## src/rtl/twcm_pkg.sv

```systemverilog
`default_nettype none

package twcm_pkg;

    localparam int TEX_LOG2_DEFAULT = 6;
    localparam int NUM_TEXTURES     = 4;
    localparam int TEX_SEL_W        = 2;

    localparam int SCREEN_H_W  = 12;
    localparam int TEXEL_C_W   = 6;
    localparam int COLOR_W     = 32;
    localparam int COLUMN_W    = 11;
    localparam int ROW_W       = 12;
    localparam int PIX_Y_W     = 11;
    localparam int FRAC_W      = 16;
    localparam int LINE_H_W    = 16;
    localparam int POS_W       = 40;
    localparam int POS_FRAC_W  = 16;
    localparam int OFF_W       = 18;

    localparam logic [SCREEN_H_W-1:0] SCREEN_H_RESET = 12'd480;

    localparam logic [1:0] OP_LOAD  = 2'd0;
    localparam logic [1:0] OP_START = 2'd1;
    localparam logic [1:0] OP_PIXEL = 2'd2;

    localparam logic [TEX_SEL_W-1:0] TEX_NORTH = 2'd0;
    localparam logic [TEX_SEL_W-1:0] TEX_SOUTH = 2'd1;
    localparam logic [TEX_SEL_W-1:0] TEX_EAST  = 2'd2;
    localparam logic [TEX_SEL_W-1:0] TEX_WEST  = 2'd3;

    typedef struct packed {
        logic                start;
        logic [LINE_H_W-1:0] divisor;
    } div_req_t;

    typedef struct packed {
        logic busy;
        logic done;
    } div_rsp_t;

    // floor(c*4/5) through a reciprocal, exact for all 8-bit inputs
    function automatic logic [7:0] shade_channel(input logic [7:0] c);
        logic [21:0] prod;
        begin
            prod = 22'(c) * 22'd13108;
            return prod[21:14];
        end
    endfunction

    function automatic logic [COLOR_W-1:0] shade_color(input logic [COLOR_W-1:0] c);
        begin
            return {c[31:24], shade_channel(c[23:16]), shade_channel(c[15:8]),
                    shade_channel(c[7:0])};
        end
    endfunction

endpackage

`default_nettype wire

```

## src/rtl/twcm_div.sv

```systemverilog
`default_nettype none

module twcm_div #(
    parameter int TEX_LOG2 = twcm_pkg::TEX_LOG2_DEFAULT
) (
    input  wire logic                 aclk,
    input  wire logic                 aresetn,
    input  wire twcm_pkg::div_req_t   req,
    output twcm_pkg::div_rsp_t        rsp,
    output logic [TEX_LOG2+16:0]      quotient
);

    import twcm_pkg::*;

    localparam int Q_W   = TEX_LOG2 + 17;
    localparam int CNT_W = $clog2(Q_W + 1);

    logic                busy_reg;
    logic                done_reg;
    logic [CNT_W-1:0]    cnt_reg;
    logic [LINE_H_W-1:0] rem_reg;
    logic [Q_W-1:0]      quo_reg;
    logic [LINE_H_W-1:0] divisor_reg;

    logic [LINE_H_W:0]   rem_shift;
    logic [LINE_H_W:0]   rem_sub;
    logic                fits;

    assign rem_shift = {rem_reg, quo_reg[Q_W-1]};
    assign rem_sub   = rem_shift - {1'b0, divisor_reg};
    assign fits      = rem_shift >= {1'b0, divisor_reg};

    always_ff @(posedge aclk) begin
        if (!aresetn) begin
            busy_reg <= 1'b0;
            done_reg <= 1'b0;
            cnt_reg  <= '0;
        end else begin
            done_reg <= 1'b0;
            if (req.start) begin
                busy_reg <= 1'b1;
                cnt_reg  <= CNT_W'(Q_W);
            end else if (busy_reg) begin
                cnt_reg <= cnt_reg - 1'b1;
                if (cnt_reg == CNT_W'(1)) begin
                    busy_reg <= 1'b0;
                    done_reg <= 1'b1;
                end
            end
        end
    end

    // dividend is the single bit 1 << (16 + TEX_LOG2), shifted out of the quotient register
    always_ff @(posedge aclk) begin
        if (req.start) begin
            divisor_reg <= req.divisor;
            rem_reg     <= '0;
            quo_reg     <= {1'b1, {(Q_W-1){1'b0}}};
        end else if (busy_reg) begin
            rem_reg <= fits ? rem_sub[LINE_H_W-1:0] : rem_shift[LINE_H_W-1:0];
            quo_reg <= {quo_reg[Q_W-2:0], fits};
        end
    end

    assign rsp.busy = busy_reg;
    assign rsp.done = done_reg;
    assign quotient = quo_reg;

endmodule

`default_nettype wire

```

## config.mk

```make
export PLATFORM = sky130hd
export DESIGN_NAME = twcm_div
export DESIGN_NICKNAME = d
export VERILOG_FILES = /design/src/rtl/twcm_pkg.sv /design/src/rtl/twcm_div.sv
export SDC_FILE = /design/constraint.sdc
export NUM_CORES = 1
export LEC_CHECK = 0
export BUFFER_PORTS_ARGS = -buffer_cell sky130_fd_sc_hd__buf_2
export CORE_MARGIN = 5
export CORE_UTILIZATION = 55
export DETAILED_ROUTE_END_ITERATION = 16
export PLACE_DENSITY_LB_ADDON = 0.3
export SKIP_CTS_REPAIR_TIMING = 1
export SLEW_MARGIN = 25
export SYNTH_ARGS = -nofsm -noshare
export SYNTH_HDL_FRONTEND = slang
export SYNTH_SLANG_ARGS = --single-unit
```

## constraint.sdc

```tcl
create_clock -name aclk -period 3 [get_ports aclk]
set_input_delay 0.45 -clock aclk [delete_from_list [all_inputs] [get_ports aclk]]
set_output_delay 0.45 -clock aclk [all_outputs]
set_load 0.005 [all_outputs]
```

## After elaboration in Yosys (flattened, before gate mapping)

Cells that the tools add are included.

- Reduce and logical (&&, ||, !) cells: 3
- Bitwise operators: 2
- Mux-type cells: 7
- Magnitude comparators: 1
- $add $sub $neg: 2
- Equality and inequality tests: 1

Operators with widths:

| operator | count |
|---|---|
| $ge A17 B16 Y1 | 1 |
| $mux W16 | 1 |
| $sub A16 B16 Y16 | 1 |
| $mux W5 | 2 |
| $eq A5 B1 Y1 const B | 1 |
| $sub A5 B1 Y5 const B | 1 |
| $mux W1 | 4 |
| $reduce_or A3 Y1 | 1 |
| $not A1 Y1 | 2 |
| $reduce_bool A2 Y1 | 1 |
| $reduce_or A2 Y1 | 1 |

- Output and inout bits: 25
- Flip-flop bits (word level): 62
- Input port bits: 19

## Depth between registers and ports, before layout

Gate-level depths: netlist of run 1.

- Depth in word-level cells: 4
- Gate-level depth with buffers: 12

## Worst setup path before layout of run 1

OpenSTA, ideal clock, no wires.

- Path kind: register -> register
- Start: register quo_reg[22], in the netlist quotient[22]
- End: register rem_reg[14]
- Required time: 2878 ps
- Stages on the path, launching flop included: 11
- Setup slack: 800 ps
- Library setup time: 122 ps
- Data arrival time: 2078 ps
- Period minus slack after synthesis: 2200 ps
- Cells stage by stage: dfxtp_1 -> inv_1 -> ha_1 -> fa_1 -> nand2b_1 -> a21oi_1 -> o31a_1 -> o21a_1 -> o41ai_2 -> xnor2_1 -> a311o_1

- Cells in the longest elaborated chain, start to end: 2
- Elaborated cells on any way between the ends: 3
- Classes of those cells: add/sub (1); order compare (1); mux (1)

Ends and longest elaborated chain:

| what | RTL line | source |
|---|---|---|
| from (decl) | twcm_div.sv:22 | `logic [Q_W-1:0] quo_reg;` |
| from (signal assigned) | twcm_div.sv:58 | `quo_reg <= {1'b1, {(Q_W-1){1'b0}}};` |
| from (signal assigned) | twcm_div.sv:61 | `quo_reg <= {quo_reg[Q_W-2:0], fits};` |
| $sub A16 B16 Y16 / $ge A17 B16 Y1 (equally long branches) | twcm_div.sv:30, twcm_div.sv:31 |  |
| $mux W16 (*) | twcm_div.sv:60 | `rem_reg <= fits ? rem_sub[LINE_H_W-1:0] : rem_shift[LINE_H_W-1:0];` |
| to (signal assigned) | twcm_div.sv:60 |  |
| to (decl) | twcm_div.sv:21 | `logic [LINE_H_W-1:0] rem_reg;` |

Mark *: on every way between the ends. The rest lies on a longest branch, timed or not.
A chain may end at the register's enable or synchronous reset.

## Worst setup path after layout of run 1

Same ends and word-level chain as after synthesis.

==> results of run 1 <==
## cell usage in the layout (no fill, tap or decap), types with 2 or more instances in the layout
cell                        synthesis  layout
sky130_fd_sc_hd__inv_1             21      21
sky130_fd_sc_hd__nand2b_1           4       4
sky130_fd_sc_hd__inv_4              0       2
sky130_fd_sc_hd__xnor2_1            7       7
sky130_fd_sc_hd__o311ai_0           3       3
sky130_fd_sc_hd__nor3b_1            2       2
sky130_fd_sc_hd__nand4b_1           2       2
sky130_fd_sc_hd__a21oi_1           12      12
sky130_fd_sc_hd__nand3b_1           2       2
sky130_fd_sc_hd__xor2_1             9       9
sky130_fd_sc_hd__o211ai_1           4       4
sky130_fd_sc_hd__ha_1              18      18
sky130_fd_sc_hd__o21ai_0            8       8
sky130_fd_sc_hd__clkbuf_8           0       9
sky130_fd_sc_hd__buf_4              2       3
sky130_fd_sc_hd__nand2_1           15      15
sky130_fd_sc_hd__buf_2              0      43
sky130_fd_sc_hd__nor3_1             6       6
sky130_fd_sc_hd__and3_1             2       2
sky130_fd_sc_hd__nand3_1            5       5
sky130_fd_sc_hd__bufinv_16          0       2
sky130_fd_sc_hd__nor2_1            47      47
sky130_fd_sc_hd__a21o_1             4       4
sky130_fd_sc_hd__o21a_1             3       3
sky130_fd_sc_hd__nand4_1            3       3
sky130_fd_sc_hd__a21boi_0           4       4
sky130_fd_sc_hd__mux2i_1           32      32
sky130_fd_sc_hd__a211oi_1          15      15
sky130_fd_sc_hd__edfxtp_1          16      16
sky130_fd_sc_hd__nor2b_1            3       3
sky130_fd_sc_hd__dfxtp_1           46      45
## path summary, 6_finish.rpt
path	startpoint	to	slack, ns	cells past startpoint
min	req[0]	divisor_reg[0]	0.28	1
min reg2reg	rem_reg[3]	rem_reg[3]	0.50	2
max reg2reg	quotient[22]	rem_reg[14]	0.58	10
max	quotient[22]	rem_reg[14]	0.58	10
## worst max-delay path, cell delays in order (launching register included)
cell,delay [ns]
sky130_fd_sc_hd__dfxtp_1,0.36
sky130_fd_sc_hd__inv_1,0.07
sky130_fd_sc_hd__ha_1,0.23
sky130_fd_sc_hd__nand2b_1,0.19
sky130_fd_sc_hd__a211oi_2,0.22
sky130_fd_sc_hd__o21ai_1,0.15
sky130_fd_sc_hd__o21a_1,0.24
sky130_fd_sc_hd__o211ai_2,0.14
sky130_fd_sc_hd__buf_4,0.30
sky130_fd_sc_hd__nor3_1,0.09
sky130_fd_sc_hd__a311o_1,0.32
## power groups by stage
stage / clock network, µW / registers [µW] / logic, µW
global route: 876 / 953 / 488
finish: 815 / 946 / 436
detailed placement: 0 / 964 / 431
CTS: 829 / 946 / 435
floorplan: 0 / 950 / 370
global placement: 0 / 963 / 424
## cell families after synthesis
family	synth area share, %
simple gates	14.6
flops	43.6
fa+ha+maj	7.64
buf+inv	5.73
mux	9.98
compound gates	14.0
xor+xnor	4.36
## final cells by class
| type | count | area share, % |
|---|---|---|
| Clock inverter | 7 | 2.60 |
| Multi-Input combinational cell | 227 | 44.5 |
| Inverter | 21 | 2.16 |
| Timing Repair Buffer | 46 | 6.51 |
| Tap cell | 72 | 2.47 |
| Sequential cell | 62 | 38.4 |
| Clock buffer | 9 | 3.39 |
## layer usage
layer  up-vias  track usage (%)
met3         9             3.80
met4         0             9.35
met5         -                0
met1      1141             21.9
li1       1246                -
met2        42             28.6
## per-stage QoR
step | cells | utilization [%] | hold WS [ns] | area (µm²)
finish | 444 | 65.5 | 0.276 | 3650
global route | 444 | 65.5 | 0.260 | 3650
CTS | 444 | 65.5 | 0.266 | 3650
detailed placement | 428 | 61.6 | 0.498 | 3430
global placement | 428 | 61.6 | 0.488 | 3430
floorplan | 328 | - | 0.479 | 3210
==> impl_metrics.py, run 1 <==
metrics = {
    "outcome": {
        "run_status": "complete, no violations",
    },
    "run": {
        "max-cap-violations": 0,
    },
    "cts": {
        "clock_tree_from_tritoncts": "done",
        "clk-insertion-delay-late_ns": 0.34,
        "clock_root_buffer": "sky130_fd_sc_hd__clkbuf_8",
        "cts_htree_levels": 3,
        "clkTransAtPathRegs_ns": 0.08,
        "number_of_clock_buffers_inserted_by_tritoncts": 9,
        "clock_path_buffers": 2,
        "clock_sinks": 62,
    },
    "final_layout": {
        "area.growth.synth_to_final_pct": 13.8,
        "fillers": 484,
        "fin_nets": 405,
        "seqCellArea_mm2": 0.00140,
        "largest_register_ffs": 23,
        "antenna_cells_inserted": 0,
        "multiInputGateArea_mm2": 0.00163,
        "drive_gt1_share_pct": 18.8,
    },
    "synthesis": {
        "syn_area_per_cell_um2": 9.79,
        "synth_largest_type_area_fraction_pct": 28.7,
        "synth_area_leaders": "sky130_fd_sc_hd__dfxtp_1 29%, sky130_fd_sc_hd__edfxtp_1 15%, sky130_fd_sc_hd__mux2i_1 10%",
        "async_flop_share_pct": 0,
        "synthDominantAreaCellType": "sky130_fd_sc_hd__dfxtp_1",
        "ys_seq_elements": 62,
        "dominantRegCellSynth": "sky130_fd_sc_hd__dfxtp_1",
        "post-synth-top-count-cell": "sky130_fd_sc_hd__nor2_1",
        "synth_fp_nets": 366,
        "syn_inst_count": 328,
        "netlist_top_cells_count": "47 x sky130_fd_sc_hd__nor2_1, 46 x sky130_fd_sc_hd__dfxtp_1, 32 x sky130_fd_sc_hd__mux2i_1",
        "share_of_synthesized_area_occupied_by_flip_flops_and_latches_pct": 43.6,
        "number_of_synthesized_flops_with_an_enable_pin": 16,
        "netlist_area_pre_place_mm2": 0.00321,
        "yosys_warnings": 0,
        "synth.lib_cells_used.distinct": 49,
    },
    "sta": {
        "tcrit_tclk_final_pct": 80.6,
        "tightest_slew_ns": 0.524,
        "clock_skew_ns": 0.00935,
        "fmaxAchievable_mhz": 413,
        "report.final.setup_viol": 0,
        "setup_repair_after_global_routing_missed_its_margin": "false",
        "drv_slew": 0,
        "relSlewSlack_pct": 65.1,
        "finalWorstSetupSlack_ns": 0.581,
        "timing_hold_violations_final": 0,
        "setup-tns-final_ns": 0,
        "period_minus_slack_ns": 2.42,
    },
    "critical_path": {
        "worst-endpoint-required_ns": 3.23,
        "worst_ep_arrival_time_ns": 2.65,
        "critPathKind": "reg -> reg",
        "setup.worst_path.start_class": "flip-flop",
        "critical_path.endpoint_type": "flip-flop",
        "worst-path-max-fanout": 19,
    },
    "global_route": {
        "pin_count_of_the_biggest_net_entering_global_routing": 42,
        "grt_first_pass_wirelength_um": 10600,
        "grtUsageTotal_pct": 17.7,
        "grt_pass1_vias": 2410,
        "globalRouteOverflowTotal": 0,
        "initial_antenna_violation_count": 0,
    },
    "place": {
        "hpwl_um": 4340,
        "place_worst_setup_slack_ns": 0.596,
        "place_congestion": 0.885,
        "io_buffer_count": 43,
    },
    "power_and_ir_drop": {
        "comb_power_share_pct": 19.8,
        "seqPwrFrac_pct": 43.1,
        "powerDensity_mw_per_mm2": 601,
        "p_total_uw": 2200,
        "cell_internal_pwr_uw": 1570,
        "power.net_switching_uw": 629,
        "clock_power_share_pct": 37.1,
        "power.switching_fraction_pct": 28.6,
        "worst_ir_drop_vdd_v": 0.000381,
        "power.static_leakage_uw": 0.00162,
    },
    "drt": {
        "wl_per_cell_um": 14.0,
        "drt-met1-wl_um": 2930,
        "topmost_layer_with_routed_signal_wires": "met4",
        "drtIter0Drc": 158,
        "routed-wl-met2_um": 2910,
        "routed_wl_um": 6210,
        "avgViaCountPerCell": 5.49,
        "num_vias": 2438,
        "dr.pass1.iters": 4,
        "drc": 0,
        "final_antenna_net_count": 0,
        "met3_wirelength_um": 267,
    },
    "die": {
        "die_h_um": 86.4,
        "placeableCoreArea_mm2": 0.00557,
        "die_area_mm2": 0.00746,
        "io_pins": 44,
        "die_w_um": 86.4,
        "std_cell_rows": 27,
        "floorplan.initialDensity_pct": 57.6,
    },
    "hold_path": {
        "hold_path.class": "in -> reg",
    },
}
(Power assumes the default switching activity.)
==> run 2, diff against run 1 <==
==> constraint.sdc (replaced) <==
create_clock -name aclk -period 2.52 [get_ports aclk]
set_input_delay 0.378 -clock aclk [delete_from_list [all_inputs] [get_ports aclk]]
set_output_delay 0.378 -clock aclk [all_outputs]
set_load 0.005 [all_outputs]
==> impl_metrics.py, run 2 (synthesized netlist as in run 1, its figures left out) <==
metrics = {
    "outcome": {
        "run_status": "complete, no violations",
    },
    "sta": {
        "fmaxAchievable_mhz": 424,
        "tightest_slew_ns": 0.501,
        "tcrit_tclk_final_pct": 93.6,
        "fin_worst_hold_slack_ns": 0.205,
        "relSlewSlack_pct": 66.6,
        "clock_skew_ns": 0.0100,
        "setup-tns-final_ns": 0,
        "report.final.setup_viol": 0,
        "setup_repair_after_global_routing_missed_its_margin": "false",
        "timing_hold_violations_final": 0,
        "drv_slew": 0,
        "period_minus_slack_ns": 2.36,
    },
    "cts": {
        "number_of_clock_buffers_inserted_by_tritoncts": 9,
        "clock_tree_from_tritoncts": "done",
        "clock_path_buffers": 2,
        "cts_htree_levels": 3,
        "clkTransAtPathRegs_ns": 0.07,
        "clock_root_buffer": "sky130_fd_sc_hd__clkbuf_8",
        "clk-insertion-delay-late_ns": 0.34,
        "clock_sinks": 62,
    },
    "die": {
        "std_cell_rows": 27,
        "floorplan.initialDensity_pct": 57.6,
        "die_h_um": 86.4,
        "die_w_um": 86.4,
        "placeableCoreArea_mm2": 0.00557,
        "io_pins": 44,
        "die_area_mm2": 0.00746,
    },
    "power_and_ir_drop": {
        "seqPwrFrac_pct": 44.5,
        "comb_power_share_pct": 21.5,
        "cell_internal_pwr_uw": 1760,
        "power.switching_fraction_pct": 29.8,
        "p_total_uw": 2510,
        "power.net_switching_uw": 747,
        "worst_ir_drop_vdd_v": 0.000461,
        "power.static_leakage_uw": 0.00163,
        "clock_power_share_pct": 34.0,
        "powerDensity_mw_per_mm2": 685,
    },
    "drt": {
        "final_antenna_net_count": 0,
        "wl_per_cell_um": 13.8,
        "drtIter0Drc": 133,
        "num_vias": 2433,
        "drc": 0,
        "routed_wl_um": 6170,
        "avgViaCountPerCell": 5.44,
        "dr.pass1.iters": 4,
    },
    "global_route": {
        "grt_first_pass_wirelength_um": 10600,
        "grtUsageTotal_pct": 17.9,
        "initial_antenna_violation_count": 0,
        "pin_count_of_the_biggest_net_entering_global_routing": 38,
        "globalRouteOverflowTotal": 0,
        "grt_pass1_vias": 2412,
    },
    "final_layout": {
        "largest_register_ffs": 23,
        "drive_gt1_share_pct": 20.0,
        "fillers": 462,
        "fin_nets": 408,
        "mostFrequentLayoutCell": "sky130_fd_sc_hd__nor2_1",
        "highest_count_cells_in_the_layout_ignoring_fill_and_taps": "47 x sky130_fd_sc_hd__nor2_1, 44 x sky130_fd_sc_hd__dfxtp_1, 43 x sky130_fd_sc_hd__buf_2",
        "antenna_cells_inserted": 0,
        "area.growth.synth_to_final_pct": 14.2,
    },
    "critical_path": {
        "worst-path-max-fanout": 3,
        "worst-endpoint-required_ns": 2.75,
        "critical_path.endpoint_type": "flip-flop",
        "critPathKind": "reg -> reg",
        "setup.worst_path.start_class": "flip-flop",
        "worst_path_dominant_cell_family": "compound AO/OA/AOI/OAI gates",
        "worst_ep_arrival_time_ns": 2.59,
        "critical_path_cell_list": "inv_1 > ha_1 > fa_1 > nand2b_1 > a21oi_2 > o31a_1 > o21a_1 > o41ai_2 > xnor2_1 > a311o_1",
        "stages_on_worst_setup_path": 10,
        "slowest_stage_delay_on_critical_path_ns": 0.39,
        "worst-r2r-cell-count": 10,
        "crit_path_top_delay_cell": "sky130_fd_sc_hd__fa_1",
        "cp_num_buf_inv": 1,
    },
    "hold_path": {
        "hold_path.class": "in -> reg",
        "whs_path_depth": 1,
    },
    "place": {
        "hpwl_um": 4410,
        "io_buffer_count": 43,
        "place_congestion": 0.885,
    },
    "run": {
        "max-cap-violations": 0,
    },
}
[run 2: changes by cell type in the layout (fill, tap and decap cells not counted), sizes merged]
cell and change:
clkbuf +2, bufinv -2, inv -1, clkinvlp +1, buf +3
[run 2: per-stage QoR]
stage	cells	setup slack [ns]	utilization (%)	instance area, µm²
finish	447	0.161	65.8	3670
detailed placement	431	0.130	62.0	3460
CTS	447	0.0952	65.6	3660
global route	447	0.0133	65.8	3670
global placement	431	0.141	62.0	3460
floorplan	328	0.320	-	3210
[run 2: worst reg2reg max path, cell delays in order (launching register included)]
cell and delay, ns:
sky130_fd_sc_hd__dfxtp_2 0.34, sky130_fd_sc_hd__inv_1 0.06, sky130_fd_sc_hd__ha_1 0.22, sky130_fd_sc_hd__fa_1 0.39
sky130_fd_sc_hd__nand2b_1 0.20, sky130_fd_sc_hd__a21oi_2 0.17, sky130_fd_sc_hd__o31a_1 0.19, sky130_fd_sc_hd__o21a_1 0.17
sky130_fd_sc_hd__o41ai_2 0.08, sky130_fd_sc_hd__xnor2_1 0.13, sky130_fd_sc_hd__a311o_1 0.30
[run 2: path summary, 6_finish.rpt]
kind                              startpoint              to  slack [ns]
worst max-delay path            quotient[22]     rem_reg[14]        0.16
worst min-delay path                  req[7]  divisor_reg[7]        0.20
worst max register to register  quotient[22]     rem_reg[14]        0.16
worst min register to register  quotient[21]    quotient[22]        0.49
[run 2: final cells by class]
| class | count | area (µm²) | share of cell area, % |
|---|---|---|---|
| Timing Repair Buffer | 49 | 264 | 7.20 |
| Multi-Input combinational cell | 227 | 1630 | 44.4 |
| Clock inverter | 5 | 38.8 | 1.06 |
| Tap cell | 72 | 90.1 | 2.46 |
| Sequential cell | 62 | 1400 | 38.3 |
| Clock buffer | 11 | 163 | 4.44 |
| Inverter | 21 | 78.8 | 2.15 |
[run 2: power by group through the flow]
stage	logic (µW)	clock network, µW	registers (µW)
global route	607	927	1120
global placement	520	0	1140
finish	540	855	1120
floorplan	441	0	1130
detailed placement	533	0	1140
CTS	535	881	1120
[run 2: metal layers]
layer / vias up / track usage [%] / wire length, µm
met5: - / 0 / 0
met4: 0 / 8.50 / 122
met3: 12 / 5.61 / 293
met2: 47 / 29.2 / 2850
met1: 1130 / 21.3 / 2900
li1: 1244 / - / -
